<file path="src/hw/rtl/srmw_pkg.sv">
// Shared types, constants and helpers for the sector read-modify-write splitter.
// Used by srmw_front, srmw_queue, srmw_back and the top level; no dependencies.
`timescale 1ns / 1ps
`default_nettype none

package srmw_pkg;

   // Drive geometry and scratch buffer size
   localparam int SECTOR_BYTES   = 512;
   localparam int BOUNCE_SECTORS = 8;
   localparam int SECTOR_SHIFT   = $clog2(SECTOR_BYTES);

   // Field widths
   localparam int POS_W  = 57;
   localparam int SIZE_W = 32;
   localparam int LBA_W  = 48;
   localparam int CNT_W  = 4;
   localparam int SOFF_W = 12;

   // Chunk arithmetic widths
   localparam int SEC_W   = $clog2(BOUNCE_SECTORS + 1);
   localparam int SPAN_W  = SIZE_W + 1;
   localparam int SECR_W  = SPAN_W - SECTOR_SHIFT + 1;
   localparam int WHOLE_W = SEC_W + SECTOR_SHIFT;

   // Result queue between front and back
   localparam int Q_DEPTH = 4;
   localparam int Q_AW    = $clog2(Q_DEPTH);
   localparam int Q_CW    = $clog2(Q_DEPTH + 1);

   // Input item kinds
   localparam logic KIND_REQUEST    = 1'b0;
   localparam logic KIND_COMPLETION = 1'b1;

   typedef enum logic [2:0] {
      RK_READ       = 3'd0,
      RK_WRITE      = 3'd1,
      RK_TO_SCRATCH = 3'd2,
      RK_TO_BUFFER  = 3'd3,
      RK_DONE       = 3'd4,
      RK_FAIL       = 3'd5
   } srmw_kind_type;

   // Outstanding drive command
   typedef enum logic [1:0] {
      AW_NONE       = 2'd0,
      AW_DATA_READ  = 2'd1,
      AW_MERGE_READ = 2'd2,
      AW_WRITE      = 2'd3
   } srmw_await_type;

   typedef struct packed {
      srmw_kind_type     kind;
      logic [LBA_W-1:0]  lba;
      logic [CNT_W-1:0]  num_sectors;
      logic [SOFF_W-1:0] scratch_offset;
      logic [SIZE_W-1:0] buffer_offset;
      logic [SIZE_W-1:0] byte_length;
      logic              last;
   } srmw_rsp_type;

   // Up to two results pushed per cycle, rec0 first
   typedef struct packed {
      logic [1:0]   num;
      srmw_rsp_type rec0;
      srmw_rsp_type rec1;
   } srmw_push_type;

   function automatic srmw_rsp_type make_rsp(
      input srmw_kind_type     kind,
      input logic [LBA_W-1:0]  lba,
      input logic [CNT_W-1:0]  cnt,
      input logic [SOFF_W-1:0] soff,
      input logic [SIZE_W-1:0] boff,
      input logic [SIZE_W-1:0] len,
      input logic              last
   );
      srmw_rsp_type r;
      r.kind           = kind;
      r.lba            = lba;
      r.num_sectors    = cnt;
      r.scratch_offset = soff;
      r.buffer_offset  = boff;
      r.byte_length    = len;
      r.last           = last;
      return r;
   endfunction

endpackage

`default_nettype wire

</file>
<file path="src/hw/rtl/srmw_front.sv">
// Front part: accepts items, keeps the transfer state and works out each chunk.
// Depends on srmw_pkg; pushes up to two results a cycle into srmw_queue.
`timescale 1ns / 1ps
`default_nettype none

module srmw_front import srmw_pkg::*; (
   input  logic              clock,
   input  logic              reset,
   input  logic              req_valid,
   output logic              req_ready,
   input  logic              req_kind,
   input  logic [POS_W-1:0]  req_start_offset,
   input  logic [SIZE_W-1:0] req_request_bytes,
   input  logic              req_write_request,
   input  logic              req_command_failed,
   input  logic              q_room,
   output srmw_push_type     push
);

   typedef enum logic [3:0] {
      ST_READY = 4'b0001,
      ST_SPAN  = 4'b0010,
      ST_CHUNK = 4'b0100,
      ST_ISSUE = 4'b1000
   } front_state_type;

   front_state_type   state_ff, state_in;
   logic              active_ff, active_in;
   logic              writing_ff, writing_in;
   srmw_await_type    awaiting_ff, awaiting_in;
   logic [POS_W-1:0]  pos_ff, pos_in;
   logic [SIZE_W-1:0] rem_ff, rem_in;
   logic [SIZE_W-1:0] done_ff, done_in;
   logic [SEC_W-1:0]  sectors_ff, sectors_in;
   logic [SIZE_W-1:0] xfer_ff, xfer_in;
   logic              partial_ff, partial_in;

   logic [SECTOR_SHIFT-1:0] soff;
   logic [SOFF_W-1:0]       soff_out;
   logic [LBA_W-1:0]        lba;
   logic [CNT_W-1:0]        cnt_out;
   logic [SPAN_W-1:0]       span;
   logic [SECR_W-1:0]       sec_raw;
   logic [SEC_W-1:0]        sec_cap;
   logic [WHOLE_W-1:0]      whole;
   logic [WHOLE_W-1:0]      room;
   logic [SIZE_W-1:0]       room_ext;
   logic [SIZE_W-1:0]       xfer_calc;
   logic                    partial_calc;
   logic [SIZE_W-1:0]       done_sum;
   logic                    last_chunk;
   logic                    accept;

   // Current drive position split into sector and offset
   assign soff     = pos_ff[SECTOR_SHIFT-1:0];
   assign soff_out = SOFF_W'(soff);
   assign lba      = LBA_W'(pos_ff[POS_W-1:SECTOR_SHIFT]);
   assign cnt_out  = CNT_W'(sectors_ff);

   // First chunk step: sectors covered, capped at the scratch size
   assign span    = {1'b0, rem_ff} + SPAN_W'(soff);
   assign sec_raw = SECR_W'(span[SPAN_W-1:SECTOR_SHIFT])
                  + SECR_W'(span[SECTOR_SHIFT-1:0] != '0);
   assign sec_cap = (sec_raw > SECR_W'(BOUNCE_SECTORS)) ? SEC_W'(BOUNCE_SECTORS)
                                                        : SEC_W'(sec_raw);

   // Second chunk step: bytes moved and whether the chunk is partial
   assign whole        = WHOLE_W'(sectors_ff) << SECTOR_SHIFT;
   assign room         = whole - WHOLE_W'(soff);
   assign room_ext     = SIZE_W'(room);
   assign xfer_calc    = (rem_ff < room_ext) ? rem_ff : room_ext;
   assign partial_calc = (soff != '0) || (xfer_calc != SIZE_W'(whole));

   assign done_sum   = done_ff + xfer_ff;
   assign last_chunk = (rem_ff == xfer_ff);
   assign accept     = req_valid && req_ready;

   // Sequence control
   always_comb begin
      state_in    = state_ff;
      active_in   = active_ff;
      writing_in  = writing_ff;
      awaiting_in = awaiting_ff;
      pos_in      = pos_ff;
      rem_in      = rem_ff;
      done_in     = done_ff;
      sectors_in  = sectors_ff;
      xfer_in     = xfer_ff;
      partial_in  = partial_ff;
      req_ready   = 1'b0;
      push        = '0;
      case (state_ff)
         ST_READY: begin
            req_ready = q_room;
            if (accept) begin
               if (req_kind == KIND_REQUEST) begin
                  // Start a transfer; drop it when one is running
                  if (!active_ff) begin
                     writing_in  = req_write_request;
                     pos_in      = req_start_offset;
                     rem_in      = req_request_bytes;
                     done_in     = '0;
                     awaiting_in = AW_NONE;
                     if (req_request_bytes == '0) begin
                        push.num  = 2'd1;
                        push.rec0 = make_rsp(RK_DONE, '0, '0, '0, '0, '0, 1'b1);
                     end else begin
                        active_in = 1'b1;
                        state_in  = ST_SPAN;
                     end
                  end
               end else if (active_ff && awaiting_ff != AW_NONE) begin
                  if (req_command_failed) begin
                     // Report what was moved, or the error
                     active_in   = 1'b0;
                     awaiting_in = AW_NONE;
                     push.num    = 2'd1;
                     if (done_ff != '0) begin
                        push.rec0 = make_rsp(RK_DONE, '0, '0, '0, '0, done_ff, 1'b1);
                     end else begin
                        push.rec0 = make_rsp(RK_FAIL, '0, '0, '0, '0, '0, 1'b1);
                     end
                  end else begin
                     case (awaiting_ff)
                        AW_DATA_READ: begin
                           push.rec0 = make_rsp(RK_TO_BUFFER, '0, '0, soff_out,
                                                done_ff, xfer_ff, 1'b0);
                           if (last_chunk) begin
                              push.num    = 2'd2;
                              push.rec1   = make_rsp(RK_DONE, '0, '0, '0, '0,
                                                     done_sum, 1'b1);
                              active_in   = 1'b0;
                              awaiting_in = AW_NONE;
                           end else begin
                              push.num    = 2'd1;
                              done_in     = done_sum;
                              pos_in      = pos_ff + POS_W'(xfer_ff);
                              rem_in      = rem_ff - xfer_ff;
                              awaiting_in = AW_NONE;
                              state_in    = ST_SPAN;
                           end
                        end
                        AW_MERGE_READ: begin
                           push.num    = 2'd2;
                           push.rec0   = make_rsp(RK_TO_SCRATCH, '0, '0, soff_out,
                                                  done_ff, xfer_ff, 1'b0);
                           push.rec1   = make_rsp(RK_WRITE, lba, cnt_out, '0, '0,
                                                  '0, 1'b1);
                           awaiting_in = AW_WRITE;
                        end
                        AW_WRITE: begin
                           awaiting_in = AW_NONE;
                           if (last_chunk) begin
                              push.num  = 2'd1;
                              push.rec0 = make_rsp(RK_DONE, '0, '0, '0, '0,
                                                   done_sum, 1'b1);
                              active_in = 1'b0;
                           end else begin
                              done_in  = done_sum;
                              pos_in   = pos_ff + POS_W'(xfer_ff);
                              rem_in   = rem_ff - xfer_ff;
                              state_in = ST_SPAN;
                           end
                        end
                        default: begin
                           awaiting_in = AW_NONE;
                        end
                     endcase
                  end
               end
            end
         end
         ST_SPAN: begin
            sectors_in = sec_cap;
            state_in   = ST_CHUNK;
         end
         ST_CHUNK: begin
            xfer_in    = xfer_calc;
            partial_in = partial_calc;
            state_in   = ST_ISSUE;
         end
         ST_ISSUE: begin
            // Issue the chunk's first command once the queue has room
            if (q_room) begin
               state_in = ST_READY;
               if (writing_ff && !partial_ff) begin
                  push.num    = 2'd2;
                  push.rec0   = make_rsp(RK_TO_SCRATCH, '0, '0, soff_out, done_ff,
                                         xfer_ff, 1'b0);
                  push.rec1   = make_rsp(RK_WRITE, lba, cnt_out, '0, '0, '0, 1'b1);
                  awaiting_in = AW_WRITE;
               end else begin
                  push.num    = 2'd1;
                  push.rec0   = make_rsp(RK_READ, lba, cnt_out, '0, '0, '0, 1'b1);
                  awaiting_in = writing_ff ? AW_MERGE_READ : AW_DATA_READ;
               end
            end
         end
         default: begin
            state_in = ST_READY;
         end
      endcase
   end

   // Control state
   always_ff @(posedge clock) begin
      if (reset) begin
         state_ff    <= ST_READY;
         active_ff   <= 1'b0;
         writing_ff  <= 1'b0;
         awaiting_ff <= AW_NONE;
      end else begin
         state_ff    <= state_in;
         active_ff   <= active_in;
         writing_ff  <= writing_in;
         awaiting_ff <= awaiting_in;
      end
   end

   // Transfer position and chunk values
   always_ff @(posedge clock) begin
      pos_ff     <= pos_in;
      rem_ff     <= rem_in;
      done_ff    <= done_in;
      sectors_ff <= sectors_in;
      xfer_ff    <= xfer_in;
      partial_ff <= partial_in;
   end

endmodule

`default_nettype wire

</file>
<file path="src/hw/rtl/srmw_queue.sv">
// Result queue between front and back: two writes and one read per cycle.
// Depends on srmw_pkg for the result record and queue depth.
`timescale 1ns / 1ps
`default_nettype none

module srmw_queue import srmw_pkg::*; (
   input  logic          clock,
   input  logic          reset,
   input  srmw_push_type push,
   input  logic          pop,
   output srmw_rsp_type  head,
   output logic          q_valid,
   output logic          q_room
);

   srmw_rsp_type    entry_ff [Q_DEPTH];
   logic [Q_AW-1:0] wr_ptr_ff, wr_ptr_in;
   logic [Q_AW-1:0] rd_ptr_ff, rd_ptr_in;
   logic [Q_CW-1:0] cnt_ff, cnt_in;
   logic [Q_AW-1:0] wr_ptr_nx;

   assign wr_ptr_nx = wr_ptr_ff + Q_AW'(1);
   assign head      = entry_ff[rd_ptr_ff];
   assign q_valid   = (cnt_ff != '0);
   assign q_room    = (cnt_ff <= Q_CW'(Q_DEPTH - 2));

   // Advance pointers and fill count
   always_comb begin
      wr_ptr_in = wr_ptr_ff + Q_AW'(push.num);
      rd_ptr_in = rd_ptr_ff + Q_AW'(pop);
      cnt_in    = cnt_ff + Q_CW'(push.num) - Q_CW'(pop);
   end

   always_ff @(posedge clock) begin
      if (reset) begin
         wr_ptr_ff <= '0;
         rd_ptr_ff <= '0;
         cnt_ff    <= '0;
      end else begin
         wr_ptr_ff <= wr_ptr_in;
         rd_ptr_ff <= rd_ptr_in;
         cnt_ff    <= cnt_in;
      end
   end

   // Store pushed records in order
   always_ff @(posedge clock) begin
      if (push.num != 2'd0) begin
         entry_ff[wr_ptr_ff] <= push.rec0;
      end
      if (push.num == 2'd2) begin
         entry_ff[wr_ptr_nx] <= push.rec1;
      end
   end

endmodule

`default_nettype wire

</file>
<file path="src/hw/rtl/srmw_back.sv">
// Back part: moves queued results into the output register toward the receiver.
// Depends on srmw_pkg for the result record.
`timescale 1ns / 1ps
`default_nettype none

module srmw_back import srmw_pkg::*; (
   input  logic         clock,
   input  logic         reset,
   input  srmw_rsp_type head,
   input  logic         q_valid,
   output logic         pop,
   output logic         rsp_valid,
   input  logic         rsp_ready,
   output srmw_rsp_type rsp
);

   logic         valid_ff, valid_in;
   srmw_rsp_type rsp_ff;

   // Refill when the register is empty or its item is taken
   assign pop       = q_valid && (!valid_ff || rsp_ready);
   assign valid_in  = pop || (valid_ff && !rsp_ready);
   assign rsp_valid = valid_ff;
   assign rsp       = rsp_ff;

   always_ff @(posedge clock) begin
      if (reset) begin
         valid_ff <= 1'b0;
      end else begin
         valid_ff <= valid_in;
      end
   end

   always_ff @(posedge clock) begin
      if (pop) begin
         rsp_ff <= head;
      end
   end

endmodule

`default_nettype wire

</file>
<file path="src/hw/rtl/sector_rmw_transfer_splitter_top.sv">
// Top level of the sector read-modify-write transfer splitter.
// Depends on srmw_pkg, srmw_front, srmw_queue and srmw_back.
//
// Usage:
//   The req_ channel carries transfer requests (req_kind 0) and drive command
//   completions (req_kind 1). The rsp_ channel returns the commands, scratch
//   copies and final status for each item; rsp_last_result marks the last
//   result an item causes (zero, one or two results per item).
//   Both channels use valid/ready; an item moves when both are high.
//   An item that is ignored, ends the transfer, fails or follows a merge
//   read is handled as it is accepted. An item that opens a new chunk is
//   accepted, then passes through the chunk arithmetic (sector span, then
//   bytes moved) and issues the first command once the queue has room; no
//   item is taken meanwhile. Results leave one per cycle while the receiver
//   is ready, passing through a four-entry queue and the output register.
//   When the receiver stalls, the queue fills; req_ready drops once fewer
//   than two entries are free, and resumes as results drain.
//   Synchronous reset returns the block to idle with nothing outstanding and
//   empties the queue and output register.
`timescale 1ns / 1ps
`default_nettype none

module sector_rmw_transfer_splitter_top import srmw_pkg::*; (
   input  logic              clock,
   input  logic              reset,
   input  logic              req_valid,
   output logic              req_ready,
   input  logic              req_kind,
   input  logic [POS_W-1:0]  req_start_offset,
   input  logic [SIZE_W-1:0] req_request_bytes,
   input  logic              req_write_request,
   input  logic              req_command_failed,
   output logic              rsp_valid,
   input  logic              rsp_ready,
   output logic [2:0]        rsp_result_kind,
   output logic [LBA_W-1:0]  rsp_lba,
   output logic [CNT_W-1:0]  rsp_sector_count,
   output logic [SOFF_W-1:0] rsp_scratch_offset,
   output logic [SIZE_W-1:0] rsp_buffer_offset,
   output logic [SIZE_W-1:0] rsp_byte_length,
   output logic              rsp_last_result
);

   srmw_push_type push;
   srmw_rsp_type  head;
   srmw_rsp_type  rsp;
   logic          q_valid;
   logic          q_room;
   logic          pop;

   srmw_front u_front (
      .clock              (clock),
      .reset              (reset),
      .req_valid          (req_valid),
      .req_ready          (req_ready),
      .req_kind           (req_kind),
      .req_start_offset   (req_start_offset),
      .req_request_bytes  (req_request_bytes),
      .req_write_request  (req_write_request),
      .req_command_failed (req_command_failed),
      .q_room             (q_room),
      .push               (push)
   );

   srmw_queue u_queue (
      .clock   (clock),
      .reset   (reset),
      .push    (push),
      .pop     (pop),
      .head    (head),
      .q_valid (q_valid),
      .q_room  (q_room)
   );

   srmw_back u_back (
      .clock     (clock),
      .reset     (reset),
      .head      (head),
      .q_valid   (q_valid),
      .pop       (pop),
      .rsp_valid (rsp_valid),
      .rsp_ready (rsp_ready),
      .rsp       (rsp)
   );

   // Unpack the result record onto the ports
   assign rsp_result_kind    = rsp.kind;
   assign rsp_lba            = rsp.lba;
   assign rsp_sector_count   = rsp.num_sectors;
   assign rsp_scratch_offset = rsp.scratch_offset;
   assign rsp_buffer_offset  = rsp.buffer_offset;
   assign rsp_byte_length    = rsp.byte_length;
   assign rsp_last_result    = rsp.last;

   // Front pushes only when the queue can take two records
   a_push_room: assert property (@(posedge clock) disable iff (reset)
      push.num != 2'd0 |-> q_room)
      else $error("result pushed without queue room");

   // A double push ends the item's results on its second record only
   a_push_last: assert property (@(posedge clock) disable iff (reset)
      push.num == 2'd2 |-> push.rec1.last && !push.rec0.last)
      else $error("last flag misplaced in double push");

   // Reset leaves no result queued or presented
   a_reset_empty: assert property (@(posedge clock)
      $past(reset) |-> !rsp_valid && !q_valid)
      else $error("result pending after reset");

endmodule

`default_nettype wire

</file>
<file path="config.mk">
export PLATFORM = sky130hd
export DESIGN_NAME = sector_rmw_transfer_splitter_top
export DESIGN_NICKNAME = d
export VERILOG_FILES = /design/src/hw/rtl/srmw_pkg.sv /design/src/hw/rtl/srmw_front.sv /design/src/hw/rtl/srmw_queue.sv /design/src/hw/rtl/srmw_back.sv /design/src/hw/rtl/sector_rmw_transfer_splitter_top.sv
export SDC_FILE = /design/constraint.sdc
export NUM_CORES = 2
export LEC_CHECK = 0
export BUFFER_PORTS_ARGS = -buffer_cell sky130_fd_sc_hd__buf_2
export CAP_MARGIN = 40
export CORE_ASPECT_RATIO = 0.6
export CORE_MARGIN = 8
export CORE_UTILIZATION = 45
export CTS_CLUSTER_DIAMETER = 150
export DETAILED_ROUTE_END_ITERATION = 8
export MAX_ROUTING_LAYER = met4
export SLEW_MARGIN = 20
export SYNTH_ARGS = -nofsm -noshare
export SYNTH_HDL_FRONTEND = slang
export SYNTH_SLANG_ARGS = --single-unit
</file>
<file path="constraint.sdc">
create_clock -name clock -period 15.4 [get_ports clock]
set_clock_uncertainty 0.05 [all_clocks]
set_input_delay 1.54 -clock clock [delete_from_list [all_inputs] [get_ports clock]]
set_output_delay 1.54 -clock clock [all_outputs]
set_load 0.01 [all_outputs]
</file>
# Word level (Yosys, flattened, before mapping)
# Memories as Yosys holds them, arrays and structs flattened. A register that Yosys moved wholly into a read port is not among the register bits.
# Index checks and enable logic that the tools add are counted.
# totals
output_inout_bits,134
reg_bits,174
ramBits,528
inputBits,96
n_memories,1
elab_cells,150
# op_classes
n_addsub,11
n_bitwise,2
eq_ne,25
muxes,69
order_cmp,3
reduce_logical,25
# mem_list
name,words,word_bits,rd,rd_ports_with_merged_regs,wr,line_no,source
u_queue.entry_ff,4,132,1,1,2,srmw_queue.sv:16,srmw_rsp_type entry_ff [Q_DEPTH];
# ops
operator,count
266-bit two-way mux,3
134-bit two-way mux,4
266-bit case mux with 2 select lines,1
32-bit two-way mux,13
134-bit case mux with 3 select lines,1
132-bit two-way mux,3
57-bit two-way mux,6
133-bit two-way mux,2
132-bit case mux with 2 select lines,1
130-bit two-way mux,2
57-bit by 32-bit adder with 57-bit output,1
4-bit two-way mux,9
32-bit by 9-bit adder with 33-bit output,1
32-bit adder,1
32-bit equality test,1
32-bit zero test,1
32-bit by 13-bit < comparator with 1-bit output,1
32-bit by 13-bit != test with 1-bit output,1
32-bit nonzero test,1
32-bit subtractor,1
24-bit by 1-bit adder with 25-bit output,1
25-bit by 4-bit greater-than comparator with 1-bit output (second input constant),1
2-bit two-way mux,10
9-bit nonzero test,2
32 further kinds,67

# Depth between registers and ports, before layout
# logic_depth
depth_word,11
depth_mapped,18
mapped_depth_nobuf,17

# Modules after synthesis
# From an unflattened synthesis, not the netlist that was laid out.
# unflattened
cells_unflattened,3372
hier_area_um2,46375.7
# by_module_without_submodules
module,instances,seq_area_each_um2,cells_per_inst,area_each_um2
srmw_queue,1,15995.3,1320,25710.9
srmw_front,1,4904.7,1915,16646.0
srmw_back,1,3983.8,137,4018.9

# Worst setup path before layout
# No wires, ideal clock.
# synth_path
path_kind,input port to flip-flop
from,input req_kind
to,register u_front.done_ff[0] (enable)
cell_stages,5
arrival_ns,11.511
t_required_ns,14.557
n_path_buf,1
setup_slack_ns,3.045
setup_ns,0.793
path_cell_list,clkbuf_1 -> clkinv_1 -> nor2_1 -> nand3b_1 -> a221oi_1
# synth_between
elab_chain_len,2
elab_cells_between_ends,6
classes_between,eq/ne (5); reduce/logical (1)
# synth_rtl
element,line_no,source
"start, declared",sector_rmw_transfer_splitter_top.sv:28,"input logic req_kind,"
2-bit != test (no line) / 2-bit by 1-bit != test with 1-bit output (equally long branches),-,
7-bit AND reduction (no line) *,-,
"end signal, assigned",srmw_front.sv:224,done_ff <= done_in;
"end, declared",srmw_front.sv:33,"logic [SIZE_W-1:0] done_ff, done_in;"
# Mark *: on every way between the ends. The rest lies on a longest branch, timed or not.
# A chain may end at the register's enable or synchronous reset.

==> metrics.md <==
| Metric | Value |
|---|---|
| Crit path from | u_front.xfer_ff[27] |
| FP Rows | 86 |
| Slew @ Worst Pin | approximately 1.1 ns |
| R2R Path End | u_queue.entry_ff[2][12] |
| Via/cell ratio | 6.05 |
| Full die area | 102000 µm² |
| Mux contribution to synthesized area | 0.0866 |
| Initial antenna violation count | 8 |
| CTS Buf Count | 79 |
| Largest family of logic cells by synthesized area | compound AO/OA/AOI/OAI gates |
| Final WS setup | 9.49 ns |
| Commonest non-fill, non-tap cell in the layout | edfxtp_1 |
| First-pass detailed-route iteration total | 7 |
| Clk Latency, worst-skew pair | around 0.70 ns |
| RSZ-0062 raised after global routing | false |
| Clk sinks | 819 |
| Synth Area in Adders | 0.0418 |
| Layout cells sized above 1 | 0.173 |
| Ys flop type | edfxtp_1 |
| Final net count | 3871 |
| H-tree levels | 3 |
| Worst EP arrival | slightly above 6 ns |
| Power density cells | ~130 nW/µm² |
| Tot GR Track Use | 0.252 |
| Post-synth cell types | 94 |
| Min Clock Period, post-route | just under 6 ns |
| # resized after CTS | 0 |
| Critical Path RT | 15.63 ns |
| Total wire length | around 130000 µm |
| R2R cell count | 12 |
| Die H | ~250 µm |
| Clk slew on worst S/H paths | 0.07 ns |
| R2r setup slk | 9.49 ns |
| Die width | 407 µm |
| Worst rel slew slack | 0.289 |
| Final core utilization | 0.510 |
| TNS Setup | 0 ns |
| # Max-Cap Violations | 0 |
| Worst-path cell chain | inv_1, ha_1, nand3_1, nor4_1, and4_1, a21oi_1, o41ai_2, or2_1, and2_1, a21oi_4, inv_4, buf_4 |
| Slowest CP cell | buf_4 |
| RePlAce Congestion | 0.955 |
| Run status | finished, final reports clean |
| # DRC | 0 |
| Worst r2r src | u_front.xfer_ff[27] |
| Root buffer cell | clkbuf_16 |
| Crit path capture type | register |
| Worst hold path class | register to register |
| Commonest non-fill, non-tap cells in the layout | 635 x edfxtp_1, 247 x nand2_1, 230 x buf_2 |
| Post-Place Worst Slack | between 8 and 9 ns |
| CP Class | register to register |
| Final setup viols | 0 |
| Area Growth Syn to Fin | 12.9% |
| Final Max Slew Viols | 0 |
| Max Root-Sink Buffers | 3 |
| Lkg Pwr | 15.8 nW |
| Wirelength per Cell | 26.3 µm |
| Compound-Gate Fraction of Synth Area | 0.140 |
| VDD IR-drop max | 96.0 µV |
| CP endpoint | u_queue.entry_ff[2][12] |
| Routed via count | approximately 30000 |
| Cells on Worst Hold Path | 2 |
| Vias in the first global route | 28000 |
| Post-Synth XOR/XNOR Area | 0.0300 |
| Post-Synth Simple-Gate Area | 0.123 |
| Register area | ~23000 µm² |
| Synth Instances | 3443 |
| Final Cycle Share | 0.383 |
| Mapped cell area | 41300 µm² |
| First-pass GRT wire length | roughly 190000 µm |
| Initial Util | 0.452 |
| FFs w/ async S/R, synth | 0 |
| 1st-iter DRT viols | 3183 |
| Average instance area after synthesis | 12.0 µm² |
| Crit path largest cell delay | 0.67 ns |
| CTS tree | done |
| Final hold violations | 0 |
| Buffers added on ports | between 200 and 250 |
| CTS Hold Bufs | 0 |
| Worst Path Max Fanout | 47 |
| Fillers | roughly 8100 |
| Setup crit start kind | register |
| Area of the multi-input gates | 17700 µm² |
| HPWL Detailed | between 80000 and 90000 µm |
| Ports | 230 |
| Post-CTS setup buffer count | 0 |
| Overflow after GRT | 0 |
| Post-route ant nets | 0 |
| Post-synth EDFFs | 635 |
| Register area share after synthesis | 0.550 |
| Synth Warn # | 0 |
| Largest net degree at the start of global routing | 122 |
| Flops & latches, synth | around 820 |
| Minimum hold slack | ~0.41 ns |
| Core Box Area | 91500 µm² |
| Max Fclk | 169 MHz |
==> where the power goes <==
part / internal (mW) / total [mW] / switching (mW) / leakage (nW)
Combinational: 0.486 / 1.26 / 0.770 / 7.30
Sequential: 2.63 / 2.81 / 0.178 / 7.28
Clock: 1.02 / 1.91 / 0.889 / 1.19
==> critical path: cells and delay by family, from the launching register on <==
family | cells | cell delay (ns)
buffers and inverters | 3 | 1.26
AO/OA/AOI/OAI | 3 | 0.70
AND/OR/NAND/NOR | 5 | 2.20
flip-flops | 1 | 0.65
adder cells (fa/ha/maj) | 1 | 0.49
==> flip-flops by register name, indices dropped and copies added, names as in the netlist, 2 cells and up <==
signal	count
u_front.pos_ff	57
u_front.rem_ff	32
u_front.xfer_ff	32
u_front.cnt_out	4
u_queue.rd_ptr_ff	2
u_front.awaiting_ff	2
u_queue.cnt_ff	3
u_back.rsp	129
u_queue.wr_ptr_ff	2
u_queue.entry_ff	516
u_front.done_ff	32
u_front.state_ff	4
==> worst min-delay path by stage <==
stage / from / endpoint / slack, ns
detailed placement: u_queue.entry_ff[2][58] / u_queue.entry_ff[2][58] / 0.39
CTS: u_queue.entry_ff[0][33] / u_queue.entry_ff[0][33] / 0.41
floorplan: u_queue.entry_ff[2][33] / u_queue.entry_ff[2][33] / 0.38
global route: u_queue.entry_ff[2][40] / u_queue.entry_ff[2][40] / 0.42
finish: u_queue.entry_ff[0][33] / u_queue.entry_ff[0][33] / 0.41
global placement: u_queue.entry_ff[3][59] / u_queue.entry_ff[3][59] / 0.39
==> cell usage after synthesis (110+ instances only) <==
cell	number	share of area
a21oi_1	195	0.024
clkbuf_1	148	0.013
dfxtp_1	184	0.089
edfxtp_1	635	0.46
ha_1	130	0.039
mux4_2	129	0.070
nand2_1	251	0.023
nor2_1	177	0.016
nor2b_1	165	0.025
o21ai_0	143	0.017
o22ai_1	110	0.017
o2bb2ai_1	124	0.026
==> cells by family after synthesis <==
logic type / Yosys count
flops: 819
compound gates: 863
mux: 190
other cells: 1
buf+inv: 302
fa+ha+maj: 135
xor+xnor: 139
simple gates: 994
==> layer usage <==
layer  track usage  wire [µm]
met5             -          0
met4        0.0537       2570
met3        0.0594      12300
met2         0.347      54200
met1         0.378      60700
==> layout make-up <==
class                           count  share of cell area
Antenna cell                        3            0.000161
Timing Repair Buffer              291              0.0396
Inverter                          106             0.00869
Sequential cell                   819               0.488
Clock buffer                      103              0.0445
Clock inverter                     38             0.00799
Tap cell                         1232              0.0330
Multi-Input combinational cell   2343               0.378
==> through the flow <==
| stage | std cells | area, µm² | power (mW) |
|---|---|---|---|
| after CTS | 4928 | 46600 | 6.01 |
| after floorplan | 3464 | 41400 | 3.65 |
| final | 4935 | 46700 | 5.97 |
| after detailed placement | 4787 | 44100 | 4.11 |
| after global routing | 4934 | 46700 | 6.21 |
| after global placement | 4769 | 43800 | 4.11 |
No activity file was read; power rests on OpenSTA's default activity.
